## src/rtl/tbft_pkg.sv

```systemverilog
// shared types, codes and constants of the tail bucket frequency table
// no dependencies; used by every rtl file of the block but assert_macros.svh
`default_nettype none

package tbft_pkg;

  localparam int unsigned BUCKETS_DEF = 1024;

  localparam int unsigned CODE_W     = 64;
  localparam int unsigned LEN_W      = 7;
  localparam int unsigned RAND_W     = 32;
  localparam int unsigned FREQ_W     = 16;
  localparam int unsigned OUTCOME_W  = 3;
  localparam int unsigned SLOT_OUT_W = 10;
  localparam int unsigned CNT_W      = 11;
  localparam int unsigned CFG_IDX_W  = 1;
  localparam int unsigned STEP_W     = 7;

  localparam logic [FREQ_W-1:0] FREQ_MAX = 16'hFFFF;

  // function codes
  localparam logic [1:0] FUNC_INSERT = 2'd0;
  localparam logic [1:0] FUNC_QUERY  = 2'd1;
  localparam logic [1:0] FUNC_CLEAR  = 2'd2;
  // unused code, taken and dropped without a result
  localparam logic [1:0] FUNC_NONE   = 2'd3;

  // collision policies held in the replace_mode register
  localparam logic MODE_DECAY = 1'b0;
  localparam logic MODE_PROB  = 1'b1;

  // result outcome codes
  localparam logic [OUTCOME_W-1:0] OUT_NEW      = 3'd0;
  localparam logic [OUTCOME_W-1:0] OUT_MATCH    = 3'd1;
  localparam logic [OUTCOME_W-1:0] OUT_KEPT     = 3'd2;
  localparam logic [OUTCOME_W-1:0] OUT_REPLACED = 3'd3;
  localparam logic [OUTCOME_W-1:0] OUT_MISS     = 3'd4;
  localparam logic [OUTCOME_W-1:0] OUT_CLEARED  = 3'd5;

  // configuration register indexes
  localparam logic [CFG_IDX_W-1:0] CFG_BUCKET_COUNT = 1'd0;
  localparam logic [CFG_IDX_W-1:0] CFG_REPLACE_MODE = 1'd1;

  localparam logic [CNT_W-1:0] BUCKET_COUNT_RST = 11'd1024;

  // divider pass lengths
  localparam logic [STEP_W-1:0] STEPS_SLOT = 7'd64;
  localparam logic [STEP_W-1:0] STEPS_RAND = 7'd32;

  typedef struct packed {
    logic [1:0]        func;
    logic [CODE_W-1:0] key_code;
    logic [LEN_W-1:0]  key_length;
    logic [RAND_W-1:0] random_word;
  } in_t;

  typedef struct packed {
    logic [FREQ_W-1:0]     frequency;
    logic [OUTCOME_W-1:0]  outcome;
    logic [SLOT_OUT_W-1:0] slot_index;
  } out_t;

  typedef struct packed {
    logic              valid;
    logic [LEN_W-1:0]  length;
    logic [FREQ_W-1:0] freq;
    logic [CODE_W-1:0] code;
  } entry_t;

  typedef struct packed {
    logic              start;
    logic [STEP_W-1:0] steps;
    logic [CODE_W-1:0] dividend;
    logic [FREQ_W-1:0] divisor;
  } div_req_t;

  typedef struct packed {
    logic              done;
    logic [FREQ_W-1:0] rem;
  } div_rsp_t;

  typedef enum logic [2:0] {
    ST_SWEEP,
    ST_IDLE,
    ST_SLOT,
    ST_READ,
    ST_EVAL,
    ST_RAND,
    ST_EMIT
  } state_e;

endpackage

`default_nettype wire

```

## src/rtl/tbft_div.sv

```systemverilog
// shared restoring divider, one quotient bit per cycle, remainder only
// depends on tbft_pkg
`default_nettype none

module tbft_div (
  input  wire logic               clk_i,
  input  wire logic               rst_ni,
  input  wire tbft_pkg::div_req_t req_i,
  output tbft_pkg::div_rsp_t      rsp_o
);

  logic                                busy_q, busy_d;
  logic                                done_q, done_d;
  logic [tbft_pkg::STEP_W-1:0]         cnt_q, cnt_d;
  logic [tbft_pkg::CODE_W-1:0]         dvd_q, dvd_d;
  logic [tbft_pkg::FREQ_W-1:0]         dsr_q, dsr_d;
  logic [tbft_pkg::FREQ_W-1:0]         rem_q, rem_d;
  logic [tbft_pkg::FREQ_W:0]           shifted;
  logic [tbft_pkg::FREQ_W:0]           diff;

  assign shifted = {rem_q, dvd_q[tbft_pkg::CODE_W-1]};
  assign diff    = shifted - {1'b0, dsr_q};

  always_comb begin
    busy_d = busy_q;
    done_d = 1'b0;
    cnt_d  = cnt_q;
    dvd_d  = dvd_q;
    dsr_d  = dsr_q;
    rem_d  = rem_q;
    if (req_i.start) begin
      busy_d = 1'b1;
      cnt_d  = req_i.steps;
      dvd_d  = req_i.dividend;
      dsr_d  = req_i.divisor;
      rem_d  = '0;
    end else if (busy_q) begin
      dvd_d = dvd_q << 1;
      // keep the difference when the divisor fits
      if (shifted >= {1'b0, dsr_q}) begin
        rem_d = diff[tbft_pkg::FREQ_W-1:0];
      end else begin
        rem_d = shifted[tbft_pkg::FREQ_W-1:0];
      end
      cnt_d = cnt_q - 1'b1;
      if (cnt_q == tbft_pkg::STEP_W'(1)) begin
        busy_d = 1'b0;
        done_d = 1'b1;
      end
    end
  end

  always_ff @(posedge clk_i or negedge rst_ni) begin
    if (!rst_ni) begin
      busy_q <= 1'b0;
      done_q <= 1'b0;
      cnt_q  <= '0;
    end else begin
      busy_q <= busy_d;
      done_q <= done_d;
      cnt_q  <= cnt_d;
    end
  end

  always_ff @(posedge clk_i) begin
    dvd_q <= dvd_d;
    dsr_q <= dsr_d;
    rem_q <= rem_d;
  end

  assign rsp_o.done = done_q;
  assign rsp_o.rem  = rem_q;

endmodule

`default_nettype wire

```

## config.mk

```make
export PLATFORM = sky130hd
export DESIGN_NAME = tbft_div
export DESIGN_NICKNAME = d
export VERILOG_FILES = /design/src/rtl/tbft_pkg.sv /design/src/rtl/tbft_div.sv
export SDC_FILE = /design/constraint.sdc
export NUM_CORES = 1
export LEC_CHECK = 0
export BUFFER_PORTS_ARGS = -buffer_cell sky130_fd_sc_hd__clkbuf_2
export CAP_MARGIN = 20
export CORE_ASPECT_RATIO = 1.25
export CORE_MARGIN = 5
export CORE_UTILIZATION = 50
export DETAILED_ROUTE_END_ITERATION = 16
export PLACE_DENSITY = 0.77
export SYNTH_ARGS = -nofsm -noshare
export SYNTH_HDL_FRONTEND = slang
export SYNTH_SLANG_ARGS = --single-unit
```

## constraint.sdc

```tcl
create_clock -name clk_i -period 2.2 [get_ports clk_i]
set_input_delay 0 -clock clk_i [delete_from_list [all_inputs] [get_ports clk_i]]
set_output_delay 0 -clock clk_i [all_outputs]
set_load 0.05 [all_outputs]
```

# After elaboration in Yosys (flattened, before gate mapping)
# Index checks and enable logic that the tools add are counted.
# totals
reg_bits,105
input_bits,90
# op_classes
n_reduce_logical,1
order_cmp,1
mux,11
add_sub_neg,2
n_eq_ne,1
# ops
op,count
64-bit 2-to-1 mux,2
17-bit by 16-bit >= comparator with 1-bit output,1
16-bit 2-to-1 mux,1
16-bit subtractor,1
7-bit 2-to-1 mux,2
7-bit by 1-bit equality test with 1-bit output (second input constant),1
7-bit by 1-bit subtractor with 7-bit output (second input constant),1
1-bit 2-to-1 mux,6
2-bit nonzero test,1

# Depth between registers and ports, before layout
# Gate-level depths: netlist (run 1).
# depth
word_depth,4
ltp_mapped,12
mapped_depth_nobuf,11

# Least setup slack after synthesis (run 1)
# No wires, ideal clock.
# synth_path
kind,register to register
start,reg rem_q[9] (netlist name)
end,reg rem_q[0] (netlist name)
n_path_buf,2
t_required_ns,2.114
arrival_ns,2.667
slack_ns,-0.553
stages_incl_launch_ff,11
setup_ns,0.086
path_cell_list,dfxtp_1 -> ha_1 -> buf_6 -> a21oi_4 -> o21ai_2 -> a2111oi_4 -> o31a_1 -> a21bo_1 -> buf_6 -> mux2_1 -> a211oi_1
# synth_between
elab_chain_cells,2
# synth_rtl
element,line_no,source
"start, declared",tbft_div.sv:17,"logic [tbft_pkg::FREQ_W-1:0] rem_q, rem_d;"
"start signal, assigned",tbft_div.sv:68,rem_q <= rem_d;
17-bit by 16-bit >= comparator with 1-bit output,tbft_div.sv:40,"if (shifted >= {1'b0, dsr_q}) begin"
16-bit 2-to-1 mux,tbft_div.sv:40,
# No other way between the ends.
# A chain may end at the register's enable or synchronous reset.

# Worst setup path after layout (run 1)
# layout_path
start,reg dvd_q[63] (netlist name)
end,reg rem_q[12] (netlist name)
# layout_between
elab_chain_cells,2
word_cells_on_any_way,3
# layout_rtl
element,line_no,source
"start, declared",tbft_div.sv:15,"logic [tbft_pkg::CODE_W-1:0] dvd_q, dvd_d;"
"start signal, assigned",tbft_div.sv:66,dvd_q <= dvd_d;
16-bit subtractor / 17-bit by 16-bit >= comparator with 1-bit output (equally long branches),"tbft_div.sv:22, tbft_div.sv:40",
16-bit 2-to-1 mux *,tbft_div.sv:40,
# Mark *: on every way between the ends. The rest lies on a longest branch, timed or not.

==> results of run 1 <==
-- metal layers --
layer	global-route usage [%]	part of all wire, %	vias up
met5	0	0	-
met1	24.0	40	1917
met2	36.5	53	125
met3	4.26	4.9	25
li1	-	-	1944
met4	8.92	2.3	0
-- synth_stat cells (all sizes together) (3+ instances only) --
cell | count | area share, %
buf | 7 | 1.2
and2 | 5 | 0.60
clkbuf | 14 | 1.0
a311oi | 3 | 0.50
nand3 | 8 | 0.77
nor2b | 4 | 0.48
nand4 | 3 | 0.36
mux2i | 11 | 2.1
xnor2 | 14 | 2.3
xor2 | 4 | 0.67
a211oi | 13 | 1.9
a21o | 3 | 0.43
ha | 18 | 4.3
nor3 | 3 | 0.29
dfxtp | 16 | 6.1
o21ai | 15 | 1.5
or3 | 3 | 0.36
edfxtp | 80 | 46
nor2 | 18 | 1.3
a21oi | 13 | 1.5
inv | 25 | 1.8
mux2 | 64 | 14
nand2 | 24 | 1.7
dfrtp | 9 | 4.3
-- report_power, final --
| part | total, uW | internal [uW] | switching (uW) | leakage, uW |
|---|---|---|---|---|
| registers | 2450 | 2360 | 89.8 | 0.00108 |
| logic | 978 | 538 | 440 | 0.00204 |
| clock network | 1530 | 778 | 747 | 0.000134 |
| total | 4950 | 3670 | 1280 | 0.00326 |
-- registers in the layout, indices dropped and copies added (netlist names) --
register	cells
dvd_q	64
dsr_q	16
rem_q	16
cnt_q	7
busy_q	1
done_q	1
-- worst max-delay path: cells and delay by family (launching register included) --
family | cells | cell delay, ps
fa+ha+maj | 2 | 490
simple gates | 3 | 450
flops | 1 | 400
compound gates | 4 | 710
buf+inv | 2 | 120
-- path summary, 6_finish.rpt --
check	cells past startpoint	slack (ps)	from	end
hold / removal	2	60	rst_ni	done_q$_DFF_PN0_
setup reg to reg	11	-70	dvd_q[63]$_DFFE_PP_	rem_q[12]$_SDFFE_PP0P_
hold reg to reg	2	530	rem_q[5]$_SDFFE_PP0P_	rem_q[5]$_SDFFE_PP0P_
setup / recovery	11	-70	dvd_q[63]$_DFFE_PP_	rem_q[12]$_SDFFE_PP0P_
max in group asynchronous	2	1940	rst_ni	cnt_q[1]$_DFFE_PN0P_
min in group clk_i	3	150	req_i[87]	cnt_q[3]$_DFFE_PN0P_
-- what timing repair did --
| item | 4_1_cts | 5_1_grt |
|---|---|---|
| buffers inserted | 3 | 2 |
| hold buffers | 88 | 0 |
| pin swaps | 11 | 17 |
| resized for setup | 21 | 16 |
| endpoints found under the hold margin | 96 | 0 |
| endpoints found under the setup margin | 16 | 16 |
| cloned | 0 | 0 |
-- layout make-up --
class                   instances  share of cell area (%)
multi-input cells             253                    30.0
clock inverters                 7                   0.709
repair buffers                240                    23.7
flip-flops and latches        105                    39.2
well taps                     129                    2.13
clock buffers                   9                    2.97
inverters                      25                    1.24
-- through the flow --
stage / power (uW) / hold WS, ps / setup TNS [ps] / instances
after floorplan: 2970 / -296 / -246 / 404
after global placement: 3220 / -140 / -967 / 659
after detailed placement: 3260 / -130 / -2000 / 659
after CTS: 4940 / 33.2 / -144 / 766
after global routing: 5170 / 70.3 / -1460 / 768
final: 4950 / 57.3 / -110 / 768
-- kinds of logic after synthesis --
logic type	Yosys count
DFF	105
xor gates and xnor gates	18
buffers and inverters	46
muxes	75
AOI/OAI and AO/OA	63
and+or+nand+nor	78
adders and majority gates	19
==> metrics.txt, run 1 <==
status=complete, but fails checks; failing checks=setup timing; ys async rst share=8.57%; fraction of layout cells with a size suffix above 1=between 40% and 50%; Synth Warn #=0; post-route setup slack=-74.4 ps; arrival time worst endpoint=2520 ps; Worst Clk Skew=4.37 ps; CP peak stage delay=approximately 400 ps; mux contribution to synthesized area=approximately 16%; Core Util, Final=74.7%; I/O Pins=107; Post-Syn Instances=404; half-perimeter wire length after detailed placement=7870 um; Final Cycle Share=103%; routed length per placed instance=approximately 17 um; Yosys reg bits=around 110; Mapped Area=5230 um2; Max H-tree Level=3; initial core utilization=51.5%; Post-synth EDFFs=80; critical path, cell by cell=inv_2 -> ha_4 -> inv_2 -> fa_2 -> a21oi_2 -> o221a_4 -> o21ai_2 -> nand3_1 -> nand2_1 -> or3_1 -> a311oi_1; DP Worst Slack=-187 ps; leading cell type in the layout, fill and taps excluded=clkbuf_2; largest family of logic cells by synthesized area=multiplexers; register area share after synthesis=a little under three fifths; Die W=~100 um; DRC viols=0; crit path max fanout=4; Synth Area in XOR/XNOR=3.02%; LEAKAGE=about 0.0033 uW; core box area=about 10000 um2; peak supply drop=roughly 0.00051 V; Final Max Tran Viols=0; vias=~4000; pin count of the biggest net entering global routing=65; Setup-failing EPs final=3; Synth Area in Adders=4.69%; clock slew at reported path FFs=about 70 ps; drt total wl=between 10000 and 15000 um; I/O Buffers=approximately 110; Least-Margin Pin Slew=between 500 and 600 ps; Fin. Hold Viols=0; Worst slew margin=~66%; nets=between 700 and 800; n_diodes=0; CTS tree=yes; syn avg cell area=between 10 and 15 um2; CP dominant cell by count=inv_2; Synth Area in Compound Gates=8.78%; Distinct cells, synth=55; Detailed Routing Iterations Pass 1=4; Placer Congestion=between 0.8 and 0.9; Post-Synth Simple-Gate Area=just over 7%; Critical-path top delay cell=edfxtp_1; area delta synth->final=45.1%; Die Ht=about 120 um; gr ovfl total=0; most frequent cells in the layout=clkbuf_2 (105), dlygate4sd3_1 (88), edfxtp_1 (80), mux2_2 (63), buf_4 (41); CP endpoint kind=flop; Via density=5.22; CTS Buf Count=9; multi-input logic area=around 2300 um2; worst min path class=input pin to async pin; design area=around 7600 um2; Total GRT Usage=between 20% and 30%; die area=around 13000 um2; CTS Buffer Depth=2; Fmax=between 0.4 and 0.5 GHz; fill count=658; CTS sink cnt=between 100 and 150; Register Area=roughly 3000 um2; initial antenna violation count=0; Crit path required time=between 2000 and 2500 ps; first-pass GRT wire length=20600 um; clock root buffer=clkbuf_16; Max Cap Viol=0; Crit Path Class=flop to flop; Pwr per Cell Area=around 650 nW/um2; placed cell areas=roughly 6200 um2; CP Launch Type=flop; DRT antenna net count=0; Initial DRC Count=187; vias in the first global route=~4400; unrepaired setup endpoints after global routing=yes; Clk Latency, worst-skew pair=between 300 and 400 ps; Most used DFF post-synth=edfxtp_1; Core Rows=41; Period minus WS final=roughly 2300 ps; syn nets=between 500 and 600
Note: power is estimated with default switching activity, not from simulation.
==> inputs of run 2 (changes only) <==
--- a/config.mk
+++ b/config.mk
@@ -5,13 +5,14 @@
 export SDC_FILE = /design/constraint.sdc
 export NUM_CORES = 1
 export LEC_CHECK = 0
+export ABC_AREA = 1
 export BUFFER_PORTS_ARGS = -buffer_cell sky130_fd_sc_hd__clkbuf_2
 export CAP_MARGIN = 20
 export CORE_ASPECT_RATIO = 1.25
 export CORE_MARGIN = 5
 export CORE_UTILIZATION = 50
 export DETAILED_ROUTE_END_ITERATION = 16
-export PLACE_DENSITY = 0.77
+export PLACE_DENSITY = 0.76
 export SYNTH_ARGS = -nofsm -noshare
 export SYNTH_HDL_FRONTEND = slang
 export SYNTH_SLANG_ARGS = --single-unit
==> run 2 against run 1 <==
Against the previous run:
- the flow now finishes without violations
- via count up 28%
- critical endpoint is now rem_q[3]$_SDFFE_PP0P_
- final area down 1.5%
- sequential power up 8.2%
- worst setup slack better by 270 ps
- hold slack better by 3.3 ps
==> metrics.txt, run 2 <==
CP Launch Type=flop (unchanged); Die Ht=129 um (was 124 um); Max H-tree Level=3 (unchanged); unrepaired setup endpoints after global routing=no (was yes); top cells by area, synth=edfxtp_1 (43%), nand2_1 (21%), dfxtp_1 (5.7%), inv_1 (4.8%), dfrtp_1 (4.0%) (was edfxtp_1 (46%), mux2_2 (14%), dfxtp_1 (6.1%), dfrtp_1 (4.3%), ha_1 (4.3%)); leading cell type in the layout, fill and taps excluded=nand2_1 (was clkbuf_2); Pwr per Cell Area=987 nW/um2 (was 653 nW/um2); WL met3=921 um (was 634 um); ys async rst share=8.57% (unchanged); CTS Buffer Depth=2 (unchanged); Least-Margin Pin Slew=916 ps (was 506 ps); clock root buffer=clkbuf_16 (unchanged); pin count of the biggest net entering global routing=74 (was 65); Yosys top cell by area=edfxtp_1 (unchanged); syn avg cell area=8.42 um2 (was 12.9 um2); Crit Path Class=flop to flop (unchanged); crit path max fanout=15 (was 4); Max Cap Viol=0 (unchanged); design area=7470 um2 (was 7590 um2); Combinational Power Share=41.6% (was 19.7%); placed cell areas=6290 um2 (was 6230 um2); clock share of power=22.4% (was 30.8%); gr ovfl total=0 (unchanged); Largest Register=dvd_q (unchanged); most frequent cells in the layout=nand2_1 (308), clkbuf_2 (105), dlygate4sd3_1 (88), edfxtp_1 (80), inv_1 (71) (was clkbuf_2 (105), dlygate4sd3_1 (88), edfxtp_1 (80), mux2_2 (63), buf_4 (41)); Setup-failing EPs final=0 (was 3); CTS Buf Count=9 (unchanged); DRC viols=0 (unchanged); Clk Latency, worst-skew pair=350 ps (about the same); Reg2Reg Setup Slack=190 ps (was -70 ps); Yosys top cell area share=42.6% (was 45.9%); die area=13500 um2 (was 12600 um2); vias=5127 (was 4011); Fin. Hold Viols=0 (unchanged); FF-to-FF End=rem_q[3]$_SDFFE_PP0P_ (was rem_q[12]$_SDFFE_PP0P_); Overall Power=7370 uW (was 4950 uW); Sequential Power Share=35.9% (was 49.4%); post-route setup slack=191 ps (was -74.4 ps); wire length on met1=5740 um (was 5140 um); max layer used=met4 (unchanged); Distinct cells, synth=40 (was 55); half-perimeter wire length after detailed placement=9400 um (was 7870 um); FF-to-FF Start=rem_q[12]$_SDFFE_PP0P_ (was dvd_q[63]$_DFFE_PP_); Final Cycle Share=91.3% (was 103%); Via density=5.12 (was 5.22); count leader, synth=nand2_1 (was edfxtp_1); final non-filler cell total=1002 (was 768); Worst Clk Skew=7.50 ps (was 4.37 ps); I/O Pins=107 (unchanged); Yosys reg bits=105 (unchanged); worst min path class=input pin to async pin (unchanged); area delta synth->final=32.5% (was 45.1%); Synth Warn #=0 (unchanged); LEAKAGE=0.00380 uW (was 0.00326 uW); Mapped Area=5640 um2 (was 5230 um2); DRT antenna net count=0 (unchanged); arrival time worst endpoint=2270 ps (was 2520 ps); register area share after synthesis=52.3% (was 56.4%); design internal power=4420 uW (was 3670 uW); Largest regs=dvd_q (64), dsr_q (16), rem_q (16) (unchanged); Worst setup startpoint=rem_q[12]$_SDFFE_PP0P_ (was dvd_q[63]$_DFFE_PP_); CTS sink cnt=105 (unchanged); Total GRT Usage=22.8% (was 20.8%); core box area=11100 um2 (was 10200 um2); status=completed (was complete, but fails checks); Detailed Routing Iterations Pass 1=5 (was 4); TNS Setup=0 ps (was -110 ps); CTS tree=yes (unchanged); Post-Syn Instances=670 (was 404); Most used DFF post-synth=edfxtp_1 (unchanged); Fmax=0.498 GHz (was 0.440 GHz); clock slew at reported path FFs=70 ps (about the same); routed length per placed instance=14.9 um (was 16.9 um); placed insts=898 (was 659); drt total wl=15000 um (was 13000 um); initial core utilization=50.9% (was 51.5%); nets=971 (was 743); Worst slew margin=38.9% (was 66.3%); CP endpoint=rem_q[3]$_SDFFE_PP0P_ (was rem_q[12]$_SDFFE_PP0P_); Core Rows=43 (was 41); met2 wire length=8030 um (was 6890 um); vias in the first global route=5347 (was 4365); peak supply drop=0.000555 V (was 0.000506 V); Post-synth EDFFs=80 (unchanged); Period minus WS final=2010 ps (was 2270 ps); Initial DRC Count=266 (was 187); first-pass GRT wire length=24800 um (was 20600 um); syn nets=779 (was 513); DP Worst Slack=187 ps (was -187 ps); I/O Buffers=106 (unchanged); initial antenna violation count=0 (unchanged); n_diodes=0 (unchanged); setup bufs post-CTS=0 (was 3); Placer Congestion=0.940 (was 0.877); Die W=105 um (was 101 um); fraction of layout cells with a size suffix above 1=19.4% (was 44.8%); max FFs per register=64 (unchanged); list of most frequent post-synthesis cells=nand2_1 (308), edfxtp_1 (80), inv_1 (72) (was edfxtp_1 (80), mux2_2 (63), inv_1 (25)); Final Max Tran Viols=0 (unchanged); Psw=2950 uW (was 1280 uW); CP endpoint kind=flop (unchanged); worst r2r path cells=12 (was 11); Crit path required time=2460 ps (was 2450 ps); Sw Share=40.0% (was 25.8%)
## run 2: cell types whose count changed in the layout (fill, tap and decap cells not counted), sizes merged, moves of 11 or more
cell | before | now
inv | 27 | 79
a211oi | 13 | 0
nand2 | 24 | 319
mux2i | 11 | 0
nand3 | 8 | 48
buf | 47 | 10
mux2 | 64 | 0
## run 2: worst min path at each step
stage / from / endpoint / depth (start not counted)
after floorplan: rst_ni / busy_q$_DFF_PN0_ / 0
after global placement: rst_ni / cnt_q[0]$_DFFE_PN0P_ / 1
after detailed placement: rst_ni / cnt_q[1]$_DFFE_PN0P_ / 1
after CTS: rst_ni / cnt_q[2]$_DFFE_PN0P_ / 2
after global routing: rst_ni / cnt_q[2]$_DFFE_PN0P_ / 2
final: rst_ni / cnt_q[2]$_DFFE_PN0P_ / 2
## run 2: logic make-up after synthesis
family          synth area share, %
compound gates                 2.31
simple gates                   32.2
buf+inv                        7.34
fa+ha+maj                      4.35
xor+xnor                       1.55
flops                          52.3
## run 2: critical path, cell delays in order (launching register included)
cell and delay, ps:
dfxtp_1 350, ha_1 390, nand2_2 130, inv_2 40
nand2_1 90, inv_1 50, nand2_1 70, nand2_2 80
nor2_8 230, nand2_4 200, nand2_1 120, nand3_1 70
o21ai_0 90
## run 2: stage by stage
step	util (%)	hold slack (ps)
after floorplan	-	-296
after global placement	56.7	-135
after detailed placement	56.7	-126
after CTS	67.4	40.6
after global routing	67.4	69.5
final	67.4	60.6
## run 2: cell type report
| cell class | count | area, um2 |
|---|---|---|
| multi-input cells | 465 | 2280 |
| clock buffers | 10 | 229 |
| flip-flops and latches | 105 | 2950 |
| fillers | 849 | 3610 |
| inverters | 78 | 294 |
| well taps | 135 | 169 |
| clock inverters | 6 | 73.8 |
| repair buffers | 203 | 1480 |
## run 2: power by group through the flow
stage	registers, uW	clock network [uW]	logic (uW)
final	2650	1650	3070
after detailed placement	2690	0	2910
after global placement	2670	0	2860
after floorplan	3060	0	1900
after CTS	2650	1680	3050
after global routing	2690	1760	3400
## run 2: repair_timing
item | CTS | global route
endpoints found under the setup margin | 0 | 1
hold endpoints to repair | 96 | 0
gates resized for setup | 0 | 1
hold buffers | 88 | 0
## run 2: metal layers
layer,vias to the layer above,track usage [%]
met5,-,0
li1,2519,-
met1,2382,26.4
met2,200,42.0
met3,26,4.62
met4,0,7.37
==> inputs of run 3 (changes only) <==
--- a/config.mk
+++ b/config.mk
@@ -12,7 +12,7 @@
 export CORE_MARGIN = 5
 export CORE_UTILIZATION = 50
 export DETAILED_ROUTE_END_ITERATION = 16
-export PLACE_DENSITY = 0.76
+export PLACE_DENSITY = 0.85
 export SYNTH_ARGS = -nofsm -noshare
 export SYNTH_HDL_FRONTEND = slang
 export SYNTH_SLANG_ARGS = --single-unit
==> run 3 against run 2 <==
Against the previous run:
- global-route usage up 1.3 points
- clock power down 5%
- sequential share of layout area decreased by 0.26 points
- sequential power about the same
- final area increased by 0.65%
- power is 0.38% higher
- critical endpoint is now rem_q[13]$_SDFFE_PP0P_
- highest routed layer unchanged
==> metrics.txt, run 3 (same netlist as run 2, synthesis figures left out) <==
Largest regs=dvd_q (64), dsr_q (16), rem_q (16) (unchanged); Final Cycle Share=90.9% (was 91.3%); cell family with most CP delay=simple AND/OR/NAND/NOR gates (unchanged); Sw Share=40.5% (was 40.0%); worst min path class=input pin to async pin (unchanged); Reg2Reg Setup Slack=200 ps (was 190 ps); crit path max fanout=12 (was 15); max FFs per register=64 (unchanged); WL met3=1040 um (was 921 um); Die W=105 um (unchanged); critical path, cell by cell=ha_1 -> nand2_2 -> inv_2 -> nand2_1 -> nand2_1 -> inv_2 -> nand3_2 -> nand2_4 -> buf_4 -> nand3_1 -> nand2_1 -> inv_1 -> nand2_1 -> nand2_1 (was ha_1 -> nand2_2 -> inv_2 -> nand2_1 -> inv_1 -> nand2_1 -> nand2_2 -> nor2_8 -> nand2_4 -> nand2_1 -> nand3_1 -> o21ai_0); Initial DRC Count=339 (was 266); clock share of power=21.1% (was 22.4%); fill count=804 (was 849); initial core utilization=50.9% (unchanged); half-perimeter wire length after detailed placement=9330 um (was 9400 um); CP Launch Type=flop (unchanged); Detailed Routing Iterations Pass 1=5 (unchanged); Fmax=0.500 GHz (was 0.498 GHz); peak supply drop=0.000491 V (was 0.000555 V); design internal power=4400 uW (was 4420 uW); I/O Pins=107 (unchanged); status=completed (unchanged); Fin. Hold Viols=0 (unchanged); leading cell type in the layout, fill and taps excluded=nand2_1 (unchanged); wire length on met1=5910 um (was 5740 um); CTS Buf Count=9 (unchanged); Period minus WS final=2000 ps (was 2010 ps); post-route setup slack=201 ps (was 191 ps); vias=5164 (was 5127); pin count of the biggest net entering global routing=60 (was 74); Largest Register=dvd_q (unchanged); I/O Buffers=106 (unchanged); Worst slew margin=65.8% (was 38.9%); LEAKAGE=0.00383 uW (was 0.00380 uW); Setup-failing EPs final=0 (unchanged); Core Rows=43 (unchanged); max layer used=met4 (unchanged); Max Cap Viol=0 (unchanged); CP dominant cell by count=nand2_1 (unchanged); drt total wl=15900 um (was 15000 um); Crit Path Class=flop to flop (unchanged); Sequential Power Share=35.9% (about the same); Least-Margin Pin Slew=513 ps (was 916 ps); Crit path required time=2450 ps (was 2460 ps); Hold Slack=82.3 ps (was 60.6 ps); area delta synth->final=33.4% (was 32.5%); CTS Buffer Depth=2 (unchanged); CP endpoint kind=flop (unchanged); fraction of layout cells with a size suffix above 1=19.8% (was 19.4%); DRC viols=0 (unchanged); Pwr per Cell Area=984 nW/um2 (was 987 nW/um2); clock root buffer=clkbuf_16 (unchanged); die area=13500 um2 (unchanged); Total GRT Usage=24.1% (was 22.8%); CTS sink cnt=105 (unchanged); Combinational Power Share=43.0% (was 41.6%); Overall Power=7400 uW (was 7370 uW); arrival time worst endpoint=2250 ps (was 2270 ps); clock slew at reported path FFs=80 ps (was 70 ps); Critical-path top delay cell=ha_1 (unchanged); Bufs and invs on worst path=4 (was 2); CP peak stage delay=390 ps (about the same); Die Ht=129 um (unchanged); Worst Clk Skew=11.3 ps (was 7.50 ps); first-pass GRT wire length=25800 um (was 24800 um); unrepaired setup endpoints after global routing=no (unchanged); met2 wire length=8480 um (was 8030 um); most frequent cells in the layout=nand2_1 (308), clkbuf_2 (105), dlygate4sd3_1 (88), edfxtp_1 (80), inv_1 (71) (unchanged); Core Util, Final=67.9% (was 67.4%); Via density=5.12 (about the same); Final Max Tran Viols=0 (unchanged); initial antenna violation count=0 (unchanged); Placer Congestion=0.900 (was 0.940); nets=977 (was 971); core box area=11100 um2 (unchanged); Max H-tree Level=3 (unchanged); CTS tree=yes (unchanged); vias in the first global route=5336 (was 5347); DP Worst Slack=190 ps (was 187 ps); routed length per placed instance=15.7 um (was 14.9 um); TNS Setup=0 ps (unchanged); Psw=3000 uW (was 2950 uW); DRT antenna net count=0 (unchanged); gr ovfl total=0 (unchanged); Clk Latency, worst-skew pair=350 ps (about the same)
## run 3: worst reg2reg max path: cells and delay by family, from the launching register on
family	cells	cell delay, ps
fa+ha+maj	1	390
simple gates	9	830
buf+inv	4	350
flops	1	350
## run 3: layout make-up
type | instances | area, um2 | area share, %
Sequential cell | 105 | 2950 | 39.2
Antenna cell | 1 | 2.50 | 0.0333
Timing Repair Buffer | 209 | 1550 | 20.6
Clock buffer | 9 | 225 | 2.99
Clock inverter | 7 | 53.8 | 0.715
Tap cell | 135 | 169 | 2.25
Multi-Input combinational cell | 465 | 2280 | 30.3
Inverter | 78 | 294 | 3.91
## run 3: routing by layer
layer / GRT usage (%) / vias to the layer above
met5: 0 / -
li1: - / 2523
met4: 8.95 / 0
met2: 44.3 / 222
met3: 5.42 / 45
met1: 27.1 / 2374
## run 3: power by group through the flow
stage / Combinational [uW] / Sequential (uW) / Clock (uW)
3_3_place_gp: 2870 / 2680 / 0
2_1_floorplan: 1900 / 3060 / 0
4_1_cts: 3040 / 2650 / 1570
3_5_place_dp: 2900 / 2690 / 0
6_report: 3180 / 2660 / 1560
5_1_grt: 3520 / 2700 / 1670
## run 3: timing repair
action | in CTS | in global routing
gates resized for setup | 0 | 1
hold buffers | 88 | 0
endpoints found under the hold margin | 96 | 0
endpoints found under the setup margin | 0 | 3
setup buffers | 0 | 5
## run 3: through the flow
stage          instances  instance area [um2]
2_1_floorplan        670                 5640
3_3_place_gp         899                 6320
3_5_place_dp         899                 6320
4_1_cts             1003                 7480
5_1_grt             1008                 7520
6_report            1009                 7520
## run 3: path summary, 6_finish.rpt
| check | from | endpoint | depth (start not counted) |
|---|---|---|---|
| worst max register to register | rem_q[7]$_SDFFE_PP0P_ | rem_q[13]$_SDFFE_PP0P_ | 14 |
| worst min-delay path | rst_ni | cnt_q[1]$_DFFE_PN0P_ | 2 |
| max in group asynchronous | rst_ni | busy_q$_DFF_PN0_ | 2 |
| min in group clk_i | req_i[87] | dsr_q[2]$_DFFE_PP_ | 1 |
| worst min register to register | rem_q[9]$_SDFFE_PP0P_ | rem_q[9]$_SDFFE_PP0P_ | 2 |
| worst max-delay path | rem_q[7]$_SDFFE_PP0P_ | rem_q[13]$_SDFFE_PP0P_ | 14 |
